File: config.mk
export PLATFORM = sky130hd
export DESIGN_NAME = integer_to_text_formatter
export DESIGN_NICKNAME = d
export VERILOG_FILES = /design/src/rtl/itc_pkg.sv /design/src/rtl/itc_narrow.sv /design/src/rtl/integer_to_text_formatter.sv
export SDC_FILE = /design/constraint.sdc
export NUM_CORES = 1
export LEC_CHECK = 0
export BUFFER_PORTS_ARGS = -buffer_cell sky130_fd_sc_hd__buf_2
export CAP_MARGIN = 40
export CORE_MARGIN = 2
export CORE_UTILIZATION = 65
export DETAILED_ROUTE_END_ITERATION = 10
export PLACE_DENSITY = 0.84
export SLEW_MARGIN = 10
export SYNTH_ARGS = -nofsm -noshare
export SYNTH_HDL_FRONTEND = slang
export SYNTH_SLANG_ARGS = --single-unit
File: constraint.sdc
create_clock -name clk -period 24.8 [get_ports clk]
set_clock_uncertainty 0.2 [all_clocks]
set_input_delay 3.72 -clock clk [delete_from_list [all_inputs] [get_ports clk]]
set_output_delay 3.72 -clock clk [all_outputs]
set_load 0.02 [all_outputs]
File: src/rtl/itc_pkg.sv
// Package for the integer-to-text formatter: state codes, operation codes,
// the narrowed-argument struct, character codes and small helper functions.
// No dependencies.
package itc_pkg;

  // Argument and digit geometry
  localparam int VAL_W       = 64;
  localparam int DIG_W       = 4;
  localparam int NUM_DIG     = 22;
  localparam int ND_W        = 5;
  localparam int MAX_RESULTS = 34;
  localparam int OUT_W       = 6;
  localparam int CONV_CYC    = 64;
  localparam int CONV_W      = 6;
  localparam int PRE_LEN     = 5;
  localparam int PRE_W       = 3;

  // Operation codes
  localparam logic [3:0] OP_DI    = 4'd0;
  localparam logic [3:0] OP_U     = 4'd1;
  localparam logic [3:0] OP_O     = 4'd2;
  localparam logic [3:0] OP_XL    = 4'd3;
  localparam logic [3:0] OP_XU    = 4'd4;
  localparam logic [3:0] OP_C     = 4'd5;
  localparam logic [3:0] OP_SL    = 4'd6;
  localparam logic [3:0] OP_SU    = 4'd7;

  // Character codes
  localparam logic [7:0] CH_ZERO  = 8'h30;
  localparam logic [7:0] CH_COMMA = 8'h2c;
  localparam logic [7:0] CH_MINUS = 8'h2d;
  localparam logic [7:0] CH_PLUS  = 8'h2b;
  localparam logic [7:0] CH_SPACE = 8'h20;
  localparam logic [7:0] CH_XL    = 8'h78;
  localparam logic [7:0] CH_XU    = 8'h58;
  localparam logic [7:0] CH_NUL   = 8'h00;

  typedef enum logic [4:0] {
    ST_IDLE  = 5'b00001,
    ST_CONV  = 5'b00010,
    ST_SCAN  = 5'b00100,
    ST_SETUP = 5'b01000,
    ST_EMIT  = 5'b10000
  } state_t;

  // Argument after narrowing and sign handling
  typedef struct packed {
    logic [VAL_W-1:0] mag;
    logic             neg;
    logic             nz;
    logic [7:0]       low_byte;
  } narrow_t;

  // Byte size implied by a length modifier, zero where none is implied
  function automatic logic [3:0] mod_size(input logic [3:0] lm);
    logic [3:0] s;
    unique case (lm)
      4'd1, 4'd11:                            s = 4'd1;
      4'd2, 4'd12:                            s = 4'd2;
      4'd9:                                   s = 4'd4;
      4'd3, 4'd4, 4'd5, 4'd6, 4'd7, 4'd8, 4'd10: s = 4'd8;
      default:                                s = 4'd0;
    endcase
    return s;
  endfunction

  // Digit value to its character
  function automatic logic [7:0] digit_char(input logic [3:0] d, input logic upper);
    logic [7:0] c;
    if (d < 4'd10) begin
      c = CH_ZERO + {4'd0, d};
    end else if (upper) begin
      c = 8'h37 + {4'd0, d};
    end else begin
      c = 8'h57 + {4'd0, d};
    end
    return c;
  endfunction

endpackage

File: src/rtl/itc_narrow.sv
// Argument narrowing: clamps the byte size, applies the length modifier,
// sign-extends for signed d/i and forms the magnitude. Uses itc_pkg.
module itc_narrow (
  input  logic [3:0]           op,
  input  logic [63:0]          value,
  input  logic                 is_signed,
  input  logic [3:0]           size_bytes,
  input  logic [3:0]           length_mod,
  output itc_pkg::narrow_t     res
);
  import itc_pkg::*;

  logic [3:0]       sz;
  logic [3:0]       ms;
  logic             sb;
  logic             ext;
  logic             sgn;
  logic [VAL_W-1:0] nv;

  // Effective byte size
  always_comb begin
    ms = mod_size(length_mod);
    sz = (size_bytes > 4'd8) ? 4'd8 : size_bytes;
    if (ms != 4'd0 && sz > ms) begin
      sz = ms;
    end
  end

  // Top bit of the narrowed argument
  always_comb begin
    case (sz)
      4'd1:    sb = value[7];
      4'd2:    sb = value[15];
      4'd3:    sb = value[23];
      4'd4:    sb = value[31];
      4'd5:    sb = value[39];
      4'd6:    sb = value[47];
      4'd7:    sb = value[55];
      default: sb = 1'b0;
    endcase
  end

  assign sgn = (op == OP_DI) && is_signed;
  assign ext = sgn && sb;

  // Keep low bytes, fill the rest with sign or zero
  always_comb begin
    for (int b = 0; b < 8; b++) begin
      if (4'(b) < sz) begin
        nv[8*b +: 8] = value[8*b +: 8];
      end else begin
        nv[8*b +: 8] = ext ? 8'hff : 8'h00;
      end
    end
  end

  assign res.neg      = sgn && nv[VAL_W-1];
  assign res.mag      = res.neg ? (VAL_W'(0) - nv) : nv;
  assign res.nz       = (nv != '0);
  assign res.low_byte = nv[7:0];

endmodule

File: src/rtl/integer_to_text_formatter.sv
// Top level of the integer-to-text formatter: item capture, digit
// conversion by shift-and-add-3, leading-zero scan and character emitter.
// Depends on itc_pkg and itc_narrow.
//
// Usage: raise start with the conversion fields while busy is low; the item
// is taken at that edge and busy rises on the next cycle. Characters come out
// one per cycle on out_char, each marked by a one-cycle strobe, with last on
// the final one and status high only for an unsupported conversion (a single
// NUL character). The receiver cannot stall the block.
// Per item: decimal d/i/u pass through the shift-and-add-3 converter, one
// argument bit a cycle; every integer op then scans off leading zero digits
// one per cycle (up to 21), passes through the setup state and emits one
// character a cycle (at most 34). Octal and hex skip the converter. %c, %s,
// %S and unsupported ops go from idle to setup and then emit their characters.
// busy falls in the cycle that shows the last character, so the next item may
// be taken then. Synchronous reset returns the block to idle with no strobe.
module integer_to_text_formatter #(
  parameter int MAX_PRECISION = 32
) (
  input  logic        clk,
  input  logic        rst,
  input  logic        start,
  output logic        busy,
  input  logic [3:0]  op,
  input  logic [63:0] value,
  input  logic        is_signed,
  input  logic [3:0]  size_bytes,
  input  logic [3:0]  length_mod,
  input  logic        plus_sign,
  input  logic        space_sign,
  input  logic        alt_form,
  input  logic        group_sep,
  input  logic        has_precision,
  input  logic [5:0]  precision,
  output logic        strobe,
  output logic [7:0]  out_char,
  output logic        last,
  output logic        status
);
  import itc_pkg::*;

  localparam int CNT_W = $clog2(MAX_PRECISION + 2 * NUM_DIG + 8);

  state_t                          state;
  narrow_t                         nres;
  logic [NUM_DIG-1:0][DIG_W-1:0]   dig;
  logic [NUM_DIG-1:0][DIG_W-1:0]   dig_load;
  logic [NUM_DIG-1:0][DIG_W-1:0]   dig_adj;
  logic [NUM_DIG*3-1:0]            oct_src;
  logic [NUM_DIG*DIG_W-1:0]        hex_src;
  logic [VAL_W-1:0]                mag;
  logic [CONV_W-1:0]               ccnt;
  logic [ND_W-1:0]                 nd;
  logic [ND_W-1:0]                 ndm1;
  logic [ND_W-1:0]                 q3;
  logic [1:0]                      r3;
  logic [ND_W-1:0]                 rem;
  logic [1:0]                      mod3;
  logic                            comma_pend;
  logic [PRE_LEN-1:0][7:0]         pre;
  logic [PRE_LEN-1:0][7:0]         pre_load;
  logic [PRE_W-1:0]                npre;
  logic [PRE_W-1:0]                npre_load;
  logic [CNT_W-1:0]                nzero;
  logic [OUT_W-1:0]                out_left;
  logic                            is_int;
  logic                            grouped;
  logic                            upper;
  logic                            oct_hash;
  logic                            has_prec;
  logic [5:0]                      prec;
  logic                            nz;
  logic                            unsup;

  logic [CNT_W-1:0]                len;
  logic [CNT_W-1:0]                psat;
  logic [CNT_W-1:0]                nzero_calc;
  logic [CNT_W-1:0]                total;
  logic [7:0]                      ch;

  itc_narrow u_narrow (
    .op         (op),
    .value      (value),
    .is_signed  (is_signed),
    .size_bytes (size_bytes),
    .length_mod (length_mod),
    .res        (nres)
  );

  assign busy = (state != ST_IDLE);

  // Prefix or text characters for a new item
  always_comb begin
    int idx;
    idx       = 0;
    pre_load  = '0;
    npre_load = '0;
    if (op > OP_SU) begin
      pre_load[0] = CH_NUL;
      npre_load   = PRE_W'(1);
    end else if (op == OP_C) begin
      pre_load[0] = nres.low_byte;
      npre_load   = PRE_W'(1);
    end else if (op == OP_SL || op == OP_SU) begin
      if (nres.nz) begin
        pre_load[0] = (op == OP_SU) ? "T" : "t";
        pre_load[1] = (op == OP_SU) ? "R" : "r";
        pre_load[2] = (op == OP_SU) ? "U" : "u";
        pre_load[3] = (op == OP_SU) ? "E" : "e";
        npre_load   = PRE_W'(4);
      end else begin
        pre_load[0] = (op == OP_SU) ? "F" : "f";
        pre_load[1] = (op == OP_SU) ? "A" : "a";
        pre_load[2] = (op == OP_SU) ? "L" : "l";
        pre_load[3] = (op == OP_SU) ? "S" : "s";
        pre_load[4] = (op == OP_SU) ? "E" : "e";
        npre_load   = PRE_W'(5);
      end
    end else begin
      // sign for signed d/i
      if (op == OP_DI && is_signed) begin
        if (nres.neg) begin
          pre_load[idx] = CH_MINUS;
          idx++;
        end else if (plus_sign) begin
          pre_load[idx] = CH_PLUS;
          idx++;
        end else if (space_sign) begin
          pre_load[idx] = CH_SPACE;
          idx++;
        end
      end
      // 0x prefix for nonzero hex under the alternate form
      if ((op == OP_XL || op == OP_XU) && alt_form && nres.nz) begin
        pre_load[idx]     = CH_ZERO;
        pre_load[idx + 1] = (op == OP_XU) ? CH_XU : CH_XL;
        idx += 2;
      end
      npre_load = PRE_W'(idx);
    end
  end

  // Direct digit split for octal and hex
  always_comb begin
    oct_src = {(NUM_DIG*3-VAL_W)'(0), nres.mag};
    hex_src = {(NUM_DIG*DIG_W-VAL_W)'(0), nres.mag};
    for (int i = 0; i < NUM_DIG; i++) begin
      if (op == OP_O) begin
        dig_load[i] = {1'b0, oct_src[3*i +: 3]};
      end else begin
        dig_load[i] = hex_src[DIG_W*i +: DIG_W];
      end
    end
  end

  // Add-3 correction ahead of each shift
  always_comb begin
    for (int i = 0; i < NUM_DIG; i++) begin
      dig_adj[i] = (dig[i] >= 4'd5) ? dig[i] + 4'd3 : dig[i];
    end
  end

  // nd - 1 split by three: multiply by 11/32, exact for 0..31
  always_comb begin
    ndm1 = nd - ND_W'(1);
    q3   = ND_W'(({{ND_W{1'b0}}, ndm1} * (2*ND_W)'(11)) >> ND_W);
    r3   = 2'(ndm1 - ND_W'({q3, 1'b0} + {1'b0, q3}));
  end

  // Body length, zero padding and run length
  always_comb begin
    len = CNT_W'(nd);
    if (grouped) begin
      len = CNT_W'(nd) + CNT_W'(q3);
    end
    if (!is_int) begin
      len = '0;
    end
    psat = (CNT_W'(prec) > CNT_W'(MAX_PRECISION)) ? CNT_W'(MAX_PRECISION) : CNT_W'(prec);
    nzero_calc = '0;
    if (is_int && has_prec && len < psat) begin
      nzero_calc = psat - len;
    end
    if (is_int && oct_hash && nz && nzero_calc == '0) begin
      nzero_calc = CNT_W'(1);
    end
    total = CNT_W'(npre) + nzero_calc + len;
  end

  // Character chosen in the emit state
  always_comb begin
    if (npre != '0) begin
      ch = pre[0];
    end else if (nzero != '0) begin
      ch = CH_ZERO;
    end else if (comma_pend) begin
      ch = CH_COMMA;
    end else begin
      ch = digit_char(dig[NUM_DIG-1], upper);
    end
  end

  // Sequencer
  always_ff @(posedge clk) begin
    if (rst) begin
      state  <= ST_IDLE;
      strobe <= 1'b0;
    end else begin
      strobe <= 1'b0;
      unique case (state)
        ST_IDLE: begin
          if (start) begin
            pre      <= pre_load;
            npre     <= npre_load;
            is_int   <= (op <= OP_XU);
            unsup    <= (op > OP_SU);
            grouped  <= group_sep && (op == OP_DI || op == OP_U);
            upper    <= (op == OP_XU);
            oct_hash <= (op == OP_O) && alt_form;
            has_prec <= has_precision;
            prec     <= precision;
            nz       <= nres.nz;
            mag      <= nres.mag;
            ccnt     <= '0;
            if (op == OP_DI || op == OP_U) begin
              dig   <= '0;
              nd    <= ND_W'(NUM_DIG);
              state <= ST_CONV;
            end else if (op <= OP_XU) begin
              dig   <= dig_load;
              nd    <= ND_W'(NUM_DIG);
              state <= ST_SCAN;
            end else begin
              nd    <= '0;
              state <= ST_SETUP;
            end
          end
        end
        ST_CONV: begin
          // one argument bit into the decimal digits per cycle
          dig  <= (NUM_DIG*DIG_W)'({dig_adj, mag[VAL_W-1]});
          mag  <= {mag[VAL_W-2:0], 1'b0};
          ccnt <= ccnt + CONV_W'(1);
          if (ccnt == CONV_W'(CONV_CYC - 1)) begin
            state <= ST_SCAN;
          end
        end
        ST_SCAN: begin
          if (nd > ND_W'(1) && dig[NUM_DIG-1] == '0) begin
            dig <= {dig[NUM_DIG-2:0], {DIG_W{1'b0}}};
            nd  <= nd - ND_W'(1);
          end else begin
            state <= ST_SETUP;
          end
        end
        ST_SETUP: begin
          nzero      <= nzero_calc;
          out_left   <= (total > CNT_W'(MAX_RESULTS)) ? OUT_W'(MAX_RESULTS) : OUT_W'(total);
          rem        <= nd;
          mod3       <= is_int ? r3 : 2'd0;
          comma_pend <= 1'b0;
          state      <= ST_EMIT;
        end
        ST_EMIT: begin
          strobe   <= 1'b1;
          out_char <= ch;
          last     <= (out_left == OUT_W'(1));
          status   <= unsup;
          out_left <= out_left - OUT_W'(1);
          if (out_left == OUT_W'(1)) begin
            state <= ST_IDLE;
          end
          if (npre != '0) begin
            pre  <= {8'h00, pre[PRE_LEN-1:1]};
            npre <= npre - PRE_W'(1);
          end else if (nzero != '0) begin
            nzero <= nzero - CNT_W'(1);
          end else if (comma_pend) begin
            comma_pend <= 1'b0;
          end else begin
            dig  <= {dig[NUM_DIG-2:0], {DIG_W{1'b0}}};
            rem  <= rem - ND_W'(1);
            mod3 <= (mod3 == 2'd0) ? 2'd2 : mod3 - 2'd1;
            if (grouped && rem > ND_W'(1) && mod3 == 2'd0) begin
              comma_pend <= 1'b1;
            end
          end
        end
        default: state <= ST_IDLE;
      endcase
    end
  end

endmodule

# ---- Word-level counts from Yosys, hierarchy flattened
# Memory sizes are Yosys's and may differ from the RTL's.
# Cells that the tools add are included.
dict set report totals {
  mem_count 1
  regBits 256
  input_bits 91
  rom_bits 64
  output_inout_bits 12
  word_cells 377
}
dict set report op_classes {
  n_reduce_logical 45
  n_addsub 41
  n_bitwise 4
  magnitude_cmp 44
  mux 159
  n_eq_ne 33
  multipliers 1
}
# memory depth width read_ports rd_ports_with_merged_regs write_ports line
set memory_table {}
lappend memory_table {{(name not given)} 16 4 1 0 0 itc_pkg.sv:57} ;# unique case (lm)
# op count
set ops {}
lappend ops {{$mux 88} 7}
lappend ops {{$pmux 88 s4} 1}
lappend ops {{$mux 8} 21}
lappend ops {{$mux 4} 41}
lappend ops {{$mux 32} 5}
lappend ops {{$mux 40} 4}
lappend ops {{$mux 64} 2}
lappend ops {{$pmux 64 s2} 1}
lappend ops {{$mux 6} 17}
lappend ops {{$ge 4x3->1 const B} 22}
lappend ops {{$add 4x2->4 const B} 21}
lappend ops {{$pmux 40 s2} 1}
lappend ops {{$ge 32x1->1 const B} 2}
lappend ops {{$lt 32x5->1 const B} 2}
lappend ops {{$reduce_bool 64->1} 1}
lappend ops {{$sub 1x64->64 const A} 1}
lappend ops {{$mux 5} 11}
lappend ops {{$demux 8 s3} 2}
lappend ops {{$mux 7} 6}
lappend ops {{$bwmux 40} 1}
lappend ops {{$mux 3} 12}
lappend ops {{$add 32x2->32 const B} 1}
lappend ops {{$eq 4x3->1 const B} 8}
lappend ops {{$and 6x30->30} 1}
lappend ops {{69 further kinds} 136}

# ---- Longest topological paths before layout
# Gate-level depths: netlist of the first run.
dict set report depth {
  word_depth 29
  ltp_mapped 42
  mapped_depth_nobuf 42
}

# ---- Cells and area by module
# A second synthesis of the first run with hierarchy kept.
dict set report hier_totals {
  hier_cells 2056
  area_unflattened_um2 17968.5
}
# mod seq_area_each_um2 n_inst area_each_um2 cells_each
set modules_own_cells {}
lappend modules_own_cells {integer_to_text_formatter 7267.0 1 14805.4 1530}
lappend modules_own_cells {itc_narrow 0.0 1 3163.0 526}

# ---- Least setup slack after synthesis of the first run
# No wires, ideal clock.
dict set report synth_path {
  kind {input to register}
  startpoint {input op[0]}
  endpoint {register dig[0] (netlist name), enable pin}
  arrival_time_ns 13.479
  required_ns 23.818
  setup_time_ns 0.782
  cell_stages 6
  setup_slack_ns 10.340
  path_buffers 1
  cell_sequence {clkbuf_1 -> nand2b_1 -> nor3_1 -> or2_2 -> nor2_1 -> nor4b_1}
}
dict set report synth_via {
  elab_chain_cells 4
  elab_cells_between_ends 6
  classes_between {1 x order compare; 2 x eq/ne; 3 x reduce/logical}
}
# item line
set synth_lines {}
lappend synth_lines {{from (decl)} integer_to_text_formatter.sv:24} ;# input logic [3:0] op,
lappend synth_lines {{parallel branches: the longest is 2 deep, another holds $le 4x3->1} n/a}
lappend synth_lines {{$ne 3x3->1 (no source line) *} n/a}
lappend synth_lines {{$reduce_and 8->1 (no source line) *} n/a}
lappend synth_lines {{to (signal assigned)} integer_to_text_formatter.sv:230} ;# dig <= dig_load;
lappend synth_lines {{to (signal assigned)} integer_to_text_formatter.sv:241} ;# dig <= (NUM_DIG*DIG_W)'({dig_adj, mag[VAL_W-1]});
lappend synth_lines {{to (signal assigned)} integer_to_text_formatter.sv:250} ;# dig <= {dig[NUM_DIG-2:0], {DIG_W{1'b0}}};
lappend synth_lines {{to (decl)} integer_to_text_formatter.sv:46} ;# logic [NUM_DIG-1:0][DIG_W-1:0] dig;
# Every way passes the cells marked *.
# A chain may end at the register's enable or synchronous reset.

# ---- Final worst setup path of the first run
dict set report layout_path {
  startpoint {input length_mod[2]}
  endpoint {register pre[5] (netlist name), data pin}
}
dict set report layout_via {
  elab_chain_cells 27
  elab_cells_between_ends 64
  classes_between {1 x add/sub; 13 x order compare; 7 x eq/ne; 33 x mux; 1 x bitwise; 8 x reduce/logical; 1 x memory}
}
# item line
set layout_lines {}
lappend layout_lines {{from (decl)} integer_to_text_formatter.sv:28} ;# input logic [3:0] length_mod,
lappend layout_lines {{$mem_v2 16x4 *} n/a}
lappend layout_lines {{$gt 4x4->1 or $reduce_bool 4->1 (tied branches)} itc_narrow.sv:24} ;# if (ms != 4'd0 && sz > ms) begin
lappend layout_lines {{$logic_and 1x1->1} itc_narrow.sv:24}
lappend layout_lines {{$mux 4 *} itc_narrow.sv:24}
lappend layout_lines {{$eq 4x3->1 (tied with other cells)} itc_narrow.sv:31} ;# case (sz)
lappend layout_lines {{$pmux 1 s7} itc_narrow.sv:31}
lappend layout_lines {{$logic_and 1x1->1} itc_narrow.sv:44} ;# assign ext = sgn && sb;
lappend layout_lines {{$mux 8} itc_narrow.sv:52} ;# nv[8*b +: 8] = ext ? 8'hff : 8'h00;
lappend layout_lines {{(+11 left out)} n/a}
lappend layout_lines {{$demux 8 s3 or $or 2x10->10 (tied branches)} n/a}
lappend layout_lines {{$bwmux 40} integer_to_text_formatter.sv:136} ;# pre_load[idx + 1] = (op == OP_XU) ? CH_XU : CH_XL;
lappend layout_lines {{$mux 40} integer_to_text_formatter.sv:134} ;# if ((op == OP_XL || op == OP_XU) && alt_form && nres.nz) begin
lappend layout_lines {{$mux 40} integer_to_text_formatter.sv:104} ;# end else if (op == OP_SL || op == OP_SU) begin
lappend layout_lines {{$mux 8 *} integer_to_text_formatter.sv:101} ;# end else if (op == OP_C) begin
lappend layout_lines {{$mux 8 *} integer_to_text_formatter.sv:98} ;# if (op > OP_SU) begin
lappend layout_lines {{$mux 40 *} integer_to_text_formatter.sv:212} ;# if (start) begin
lappend layout_lines {{$pmux 40 s2 *} integer_to_text_formatter.sv:210} ;# unique case (state)
lappend layout_lines {{to (signal assigned)} integer_to_text_formatter.sv:213} ;# pre <= pre_load;
lappend layout_lines {{to (signal assigned)} integer_to_text_formatter.sv:274} ;# pre <= {8'h00, pre[PRE_LEN-1:1]};
lappend layout_lines {{to (decl)} integer_to_text_formatter.sv:60} ;# logic [PRE_LEN-1:0][7:0] pre;
# Every way passes the cells marked *; elsewhere a longest branch is shown, timed or not. The select of a mux whose other input is x is not followed.

==> impl_metrics.ini, run 1 <==
[outcome]
status = complete, no violations

[logic_synthesis]
yosys.area_share.xor_xnor = 0.0603
syn_inst = 1919
syn_area_per_cell_um2 = 9.16
post_synth_fa_ha_maj_area_fraction = 0.0749
synth_largest_type_area_fraction = 0.406
synth_top_cell_by_area = edfxtp_1
asyncSetResetFlopFracSynth = 0
ys_seq_elements = 244
synth.mux.area_fraction = 0.0186
synth_simple_gate_area_share = 0.179
post_synth_main_area_contributors = edfxtp_1, ha_1, nand2_1
nets_in_the_synthesized_netlist = 2111
postSynth.topFlopCell = edfxtp_1
synthDistinctLibCells = 89
largest_family_of_logic_cells_by_synthesized_area = compound AO/OA/AOI/OAI gates
yosysSeqAreaShare = 0.413
ys.warnings.count = 0
synthesis.area_um2 = 17600
share_of_the_synthesized_area_in_compound_gates_ao_oa_aoi_oai = 0.210
synth_enable_flop_cells = 238

[critical_path]
worstSetupPathType = in2reg
cp.depth = 18
regToRegStartpoint = nd[0]$_SDFFCE_PP0P_
worst-endpoint-required_ps = 24900
cp.buffers_inverters = 2
cp_slowest_stage_delay_ps = 640
worst-endpoint-arrival_ps = 9240
critical_path.reg2reg.endpoint = out_left[0]$_DFFE_PP_
timing.critical_path.fanout_max = 16
reg2reg_setup_slack_ps = 16000
slowest_library_cell_on_the_worst_path = or3b_1
r2r_cells = 37
timing.critical_path.from_type = primary input
critical_path.endpoint = pre[5]$_DFFE_PP_
path_cells = buf_2 > or2_1 > a21oi_1 > inv_2 > ha_1 > a21oi_1 > a21o_1 > nand3_1 > nand2_1 > ha_1 > nand3_1 > o21ai_2 > o211a_2 > nand4_2 > or3b_1 > nand4b_1 > a41oi_1 > a21o_1
worst_setup_path_end_kind = register
worst_path_dominant_cell_family = simple AND/OR/NAND/NOR gates
crit_path_start = length_mod[2]

[grt]
number_of_global_route_vias_before_repair = 14800
largest_net_degree_at_the_start_of_global_routing = 88
grtUsageTotal = 0.344
antenna_found_initial = 0
grt_pass1_wl_um = 78300
grt-ovfl-total = 0

[timing]
max-slew-margin-rel = 0.408
setup_viol_count_final = 0
fmax_ghz = 0.109
hold_viol_final = 0
post-route-min-period_ps = 9140
worst_slew_pin_slew_ps = 871
unrepaired_setup_endpoints_after_global_routing = no
fin_crit_sh = 0.368
final_tns_setup_ps = 0
slew_violations = 0

[power]
total_leakage_power_nw = 7.34
power-per-cell-area_nw_per_um2 = 100
power_switching_uw = 755
vdd_ir_drop_max_mv = 0.0619
p_total_mw = 1.94
clk_network_pwr_share = 0.216
power_report.internal_total_mw = 1.18
power.switching_fraction = 0.390
combinational_power_share = 0.444
sequentialPowerShare = 0.340

[clock_tree]
cts_root_buf = clkbuf_16
number_of_h_tree_branching_levels = 1
cts.repair.resized = 0
ctsHoldBuffers = 0
clock_latency_ps = 540
cts_buf_count = 27
clkSinkCount = 244
tritoncts = done
clock_transition_time_at_the_flip_flop_clock_pins_of_the_worst_setup_and_hold_paths_ps = 70
max-clock-path-buffers = 3
cts_setup_buffers = 0

[layout]
insertedDiodeCount = 0
layout_commonest_cell = nand2_1
layout.cells.most_common_list = nand2_1, edfxtp_1, o21ai_0
nets = 2177
syn2layout_area_growth_pct = 9.88
post_route_cells_drive_above_1_share = 0.113

[run]
cap_violations = 0

[drt]
number_of_vias_per_cell_after_detailed_routing = 6.75
number_of_drc_markers_in_iteration_0 = 2202
antenna_left = 0
detailedRoute.firstPassIterationCount = 6
routed_wl_um = 49700
wl_per_cell_um = 21.2
drcViolationCount = 0
num_vias = 15800

[floorplanning]
die-area_um2 = 28400
placement_rows = 60
die-height_um = 168
initial_utilization = 0.658
die_w_um = 168
core_area_um2 = 26700
number_of_top_level_pins = 103

[min_path]
worstHoldPathType = reg2reg

[placement]
place.detailed.hpwl_um = 35500
placement.io_buffers = 102
gp_routability_congestion = 0.998
[power by group through the flow]
stage / clock, mW / sequential [mW] / combinational (mW)
finish: 0.417 / 0.659 / 0.860
global route: 0.431 / 0.667 / 0.967
CTS: 0.417 / 0.655 / 0.848
detailed placement: 0 / 0.663 / 0.836
global placement: 0 / 0.659 / 0.796
floorplan: 0 / 0.656 / 0.643
[how the worst min path moves through the flow]
stage	start	end	cells past startpoint
6_report	unsup$_DFFE_PP_	status$_DFFE_PP_	0
5_1_grt	unsup$_DFFE_PP_	status$_DFFE_PP_	0
4_1_cts	unsup$_DFFE_PP_	status$_DFFE_PP_	0
3_5_place_dp	unsup$_DFFE_PP_	status$_DFFE_PP_	0
3_3_place_gp	unsup$_DFFE_PP_	status$_DFFE_PP_	0
2_1_floorplan	unsup$_DFFE_PP_	status$_DFFE_PP_	0
[cells by family after synthesis]
| family | count (synthesis) |
|---|---|
| and+or+nand+nor | 657 |
| muxes | 30 |
| adders and majority gates | 101 |
| DFF | 244 |
| buffers and inverters | 196 |
| AOI/OAI and AO/OA | 570 |
| xor gates and xnor gates | 121 |
[per-stage QoR]
stage	util	worst slack (ps)	std cells	hold slack, ps	instance area [µm²]
after floorplan	-	10340	1919	200	17600
after global placement	0.686	15530	2290	204	18300
after detailed placement	0.688	15380	2295	217	18400
after CTS	0.722	15830	2344	230	19300
after global routing	0.723	15300	2346	241	19300
final	0.723	15660	2346	234	19300
[layout make-up]
class / count / area (µm²)
Sequential cell: 244 / 7270
Multi-Input combinational cell: 1479 / 9580
Tap cell: 341 / 427
Clock buffer: 36 / 759
Clock inverter: 13 / 153
Fill cell: 1983 / 7400
Inverter: 103 / 387
Timing Repair Buffer: 130 / 753
[cell usage after synthesis (all sizes together), types with 13 or more instances]
library cell / number
nand3: 23
and2: 13
nor2: 151
a31oi: 22
edfxtp: 238
mux2i: 18
nor3b: 32
nand2b: 36
inv: 103
nand2: 257
buf: 24
xnor2: 76
o21ai: 174
clkbuf: 69
o31ai: 31
a21oi: 150
ha: 94
or3: 19
nor3: 46
xor2: 45
o221ai: 37
a21o: 16
a22oi: 34
[registers in the layout, summed over array words and instances (netlist names), 2 cells and up]
signal and flops:
mag 64, rem 5, npre 3, out_left 6, pre 28, nd 5
state 5, nzero 7, dig 88, ccnt 6, prec 6, mod3 2
out_char 8
[metal layers]
| layer | wire length, µm | global-route usage | part of all wire |
|---|---|---|---|
| met1 | 19600 | 0.475 | 0.39 |
| met2 | 23000 | 0.563 | 0.46 |
| met3 | 5510 | 0.0500 | 0.11 |
| met4 | 1590 | 0.111 | 0.032 |
| met5 | 0 | 0 | 0 |
Note: power is estimated with default switching activity, not from simulation.
==> inputs of run 2 (changes only) <==
- ABC_AREA: unset -> 1
- CORE_UTILIZATION: 65 -> 57
- PLACE_DENSITY: 0.84 -> 0.78
- clock period: 24.8 -> 7.65 ns (I/O delays scaled with it)
==> run 2 against run 1 <==
Count of clock-buffer cells in the layout increased by 4; non-clock buffer count increased by 57; global-route usage decreased by 2.8 points; the run now ends with negative setup slack left; sequential share of layout area decreased by 3.5 points; core utilization decreased by 6.2 points; final area increased by 10%; register-to-register slack got worse by 16000 ps.
==> impl_metrics.ini, run 2 <==
[layout]
top_regs = dig x88, mag x64, pre x28
syn2layout_area_growth_pct = 15.1
post_route_cells_drive_above_1_share = 0.145
seq_area_um2 = 7270
layout_commonest_cell = nand2_1
multiInputGateArea_um2 = 9990
top_register = dig
insertedDiodeCount = 0
nFillCells = 2695
final_core_utilization = 0.661
nets = 2826
layout.cells.most_common_list = nand2_1, inv_1, nor2_1
largest_register_ffs = 88

[floorplanning]
initial_utilization = 0.574
core_area_um2 = 32300
placement_rows = 66
die-area_um2 = 34000
number_of_top_level_pins = 103
die-height_um = 184
die_w_um = 184

[critical_path]
timing.critical_path.fanout_max = 5
worstSetupPathType = reg2reg
timing.critical_path.from_type = register
worst-endpoint-arrival_ps = 7920
crit_path_start = nd[1]$_DFFE_PP_
slowest_library_cell_on_the_worst_path = fa_1
cp_slowest_stage_delay_ps = 520
worst-endpoint-required_ps = 7770
regToRegStartpoint = nd[1]$_DFFE_PP_
worst_setup_path_end_kind = register

[logic_synthesis]
yosys.cell_count.top_type = nand2_1
synth_top_cell_by_area = edfxtp_1
ys_seq_elements = 244
syn_inst = 2490
syn_area_per_cell_um2 = 7.44
largest_family_of_logic_cells_by_synthesized_area = simple AND/OR/NAND/NOR gates
synth_largest_type_area_fraction = 0.386
synth.mux.area_fraction = 0
share_of_the_synthesized_area_in_compound_gates_ao_oa_aoi_oai = 0.129
post_synth_fa_ha_maj_area_fraction = 0.0710
ys.warnings.count = 0
asyncSetResetFlopFracSynth = 0
synth_simple_gate_area_share = 0.285
synthesis.area_um2 = 18500
nets_in_the_synthesized_netlist = 2682
most_frequent_cells_after_synthesis = nand2_1, inv_1, nor2_1, edfxtp_1, nand3_1
synth_enable_flop_cells = 238
yosysSeqAreaShare = 0.392
yosys.area_share.xor_xnor = 0.0310
post_synth_main_area_contributors = edfxtp_1, nand2_1, inv_1
synthDistinctLibCells = 64
postSynth.topFlopCell = edfxtp_1

[timing]
setup_slack_ps = -149
fin_crit_sh = 1.02
worst_slew_pin_slew_ps = 900
unrepaired_setup_endpoints_after_global_routing = yes
setup_viol_count_final = 6
hold_viol_final = 0
fmax_ghz = 0.128
max-slew-margin-rel = 0.394
slew_violations = 0
fin_worst_hold_slack_ps = 228
post-route-min-period_ps = 7800

[outcome]
violations = negative setup slack
status = finished, violations left

[power]
combinational_power_share = 0.547
power-per-cell-area_nw_per_um2 = 377
power_report.internal_total_mw = 4.63
power_switching_mw = 3.40
clk_network_pwr_share = 0.172
power.switching_fraction = 0.423
total_leakage_power_nw = 9.77
vdd_ir_drop_max_mv = 0.600
sequentialPowerShare = 0.281

[placement]
placement.io_buffers = 102
gp_routability_congestion = 1.00
place.detailed.hpwl_um = 39800

[drt]
wl_per_cell_um = 17.8
routed_wl_um = 55000
detailedRoute.firstPassIterationCount = 8
number_of_drc_markers_in_iteration_0 = 2018
drcViolationCount = 0
antenna_left = 0
number_of_vias_per_cell_after_detailed_routing = 5.76
num_vias = 17800

[clock_tree]
max-clock-path-buffers = 3
cts_buf_count = 28
clock_latency_ps = 570
clkSinkCount = 244
cts_root_buf = clkbuf_16
tritoncts = done
number_of_h_tree_branching_levels = 1
clock_transition_time_at_the_flip_flop_clock_pins_of_the_worst_setup_and_hold_paths_ps = 60
ctsHoldBuffers = 0

[grt]
grt_pass1_wl_um = 85400
global_routing_met1_resource_utilization = 0.429
grt-ovfl-total = 0
largest_net_degree_at_the_start_of_global_routing = 69
globalRouteMet3Util = 0.0476
busiest_layer = met2
met2_grt_util = 0.521
antenna_found_initial = 0
grtUsageTotal = 0.315
number_of_global_route_vias_before_repair = 16900

[min_path]
worstHoldPathType = reg2reg
min-delay-start = unsup$_DFFE_PP_

[run]
cap_violations = 0
run 2: changes by cell type after synthesis, sizes merged, moves of 31 or more:
| cell | before | now |
|---|---|---|
| a21oi | 150 | 98 |
| inv | 103 | 366 |
| nand2 | 257 | 674 |
| nand2b | 36 | 0 |
| nand3 | 23 | 194 |
| nor2 | 151 | 279 |
| nor3b | 32 | 1 |
| xnor2 | 76 | 9 |
run 2: critical path: cells and delay by family (launching register included):
family / cells / cell delay [ps]
fa+ha+maj: 8 / 2520
simple gates: 21 / 1900
buf+inv: 11 / 1050
compound gates: 6 / 970
xor+xnor: 3 / 530
flops: 1 / 410
run 2: per-layer routing:
layer | share of wire | wire length [µm] | up-vias
met1 | 0.42 | 23000 | 8300
met2 | 0.46 | 25600 | 866
li1 | - | - | 8539
met5 | 0 | 0 | -
met4 | 0.028 | 1550 | 0
met3 | 0.089 | 4890 | 128
run 2: layout make-up:
class,count,area share
clock inverters,12,0.00721
clock buffers,40,0.0373
repair buffers,187,0.0555
inverters,367,0.0649
flip-flops and latches,244,0.341
multi-input cells,1806,0.468
well taps,442,0.0259
run 2: cell families (layout without fill, tap and decap cells):
logic type | count (synthesis) | count (layout)
xor+xnor | 63 | 63
flops | 244 | 244
buf+inv | 440 | 606
compound gates | 416 | 416
fa+ha+maj | 101 | 101
simple gates | 1226 | 1226
run 2: power groups by stage:
stage | registers [mW] | logic (mW) | clock network, mW
final | 2.26 | 4.39 | 1.39
after global routing | 2.29 | 4.84 | 1.44
after CTS | 2.25 | 3.62 | 1.39
after detailed placement | 2.27 | 3.32 | 0
after global placement | 2.25 | 3.15 | 0
after floorplan | 2.25 | 2.32 | 0
run 2: what timing repair did:
item	in CTS	in global routing
gates cloned	0	0
endpoints found under the hold margin	0	0
pin swaps	22	51
setup endpoints to repair	6	6
resized for setup	33	65
buffers inserted	17	19
run 2: stage by stage:
| step | instance area [µm²] | total power [mW] | TNS [ps] | cells | worst slack [ps] |
|---|---|---|---|---|---|
| after floorplan | 18600 | 4.57 | 0 | 2490 | 11.4 |
| after global placement | 19700 | 5.40 | -115 | 3008 | -61.1 |
| after detailed placement | 19700 | 5.59 | -2720 | 3011 | -538 |
| after CTS | 20900 | 7.26 | 0 | 3080 | 4.18 |
| after global routing | 21300 | 8.57 | -2650 | 3098 | -484 |
| final | 21300 | 8.03 | -596 | 3098 | -149 |
run 2: final timing paths:
check / to / slack [ps] / depth (start not counted)
worst max register to register: out_left[3]$_DFFE_PP_ / -150 / 49
worst max-delay path: out_left[3]$_DFFE_PP_ / -150 / 49
worst min-delay path: status$_DFFE_PP_ / 230 / 0
worst min register to register: status$_DFFE_PP_ / 230 / 0
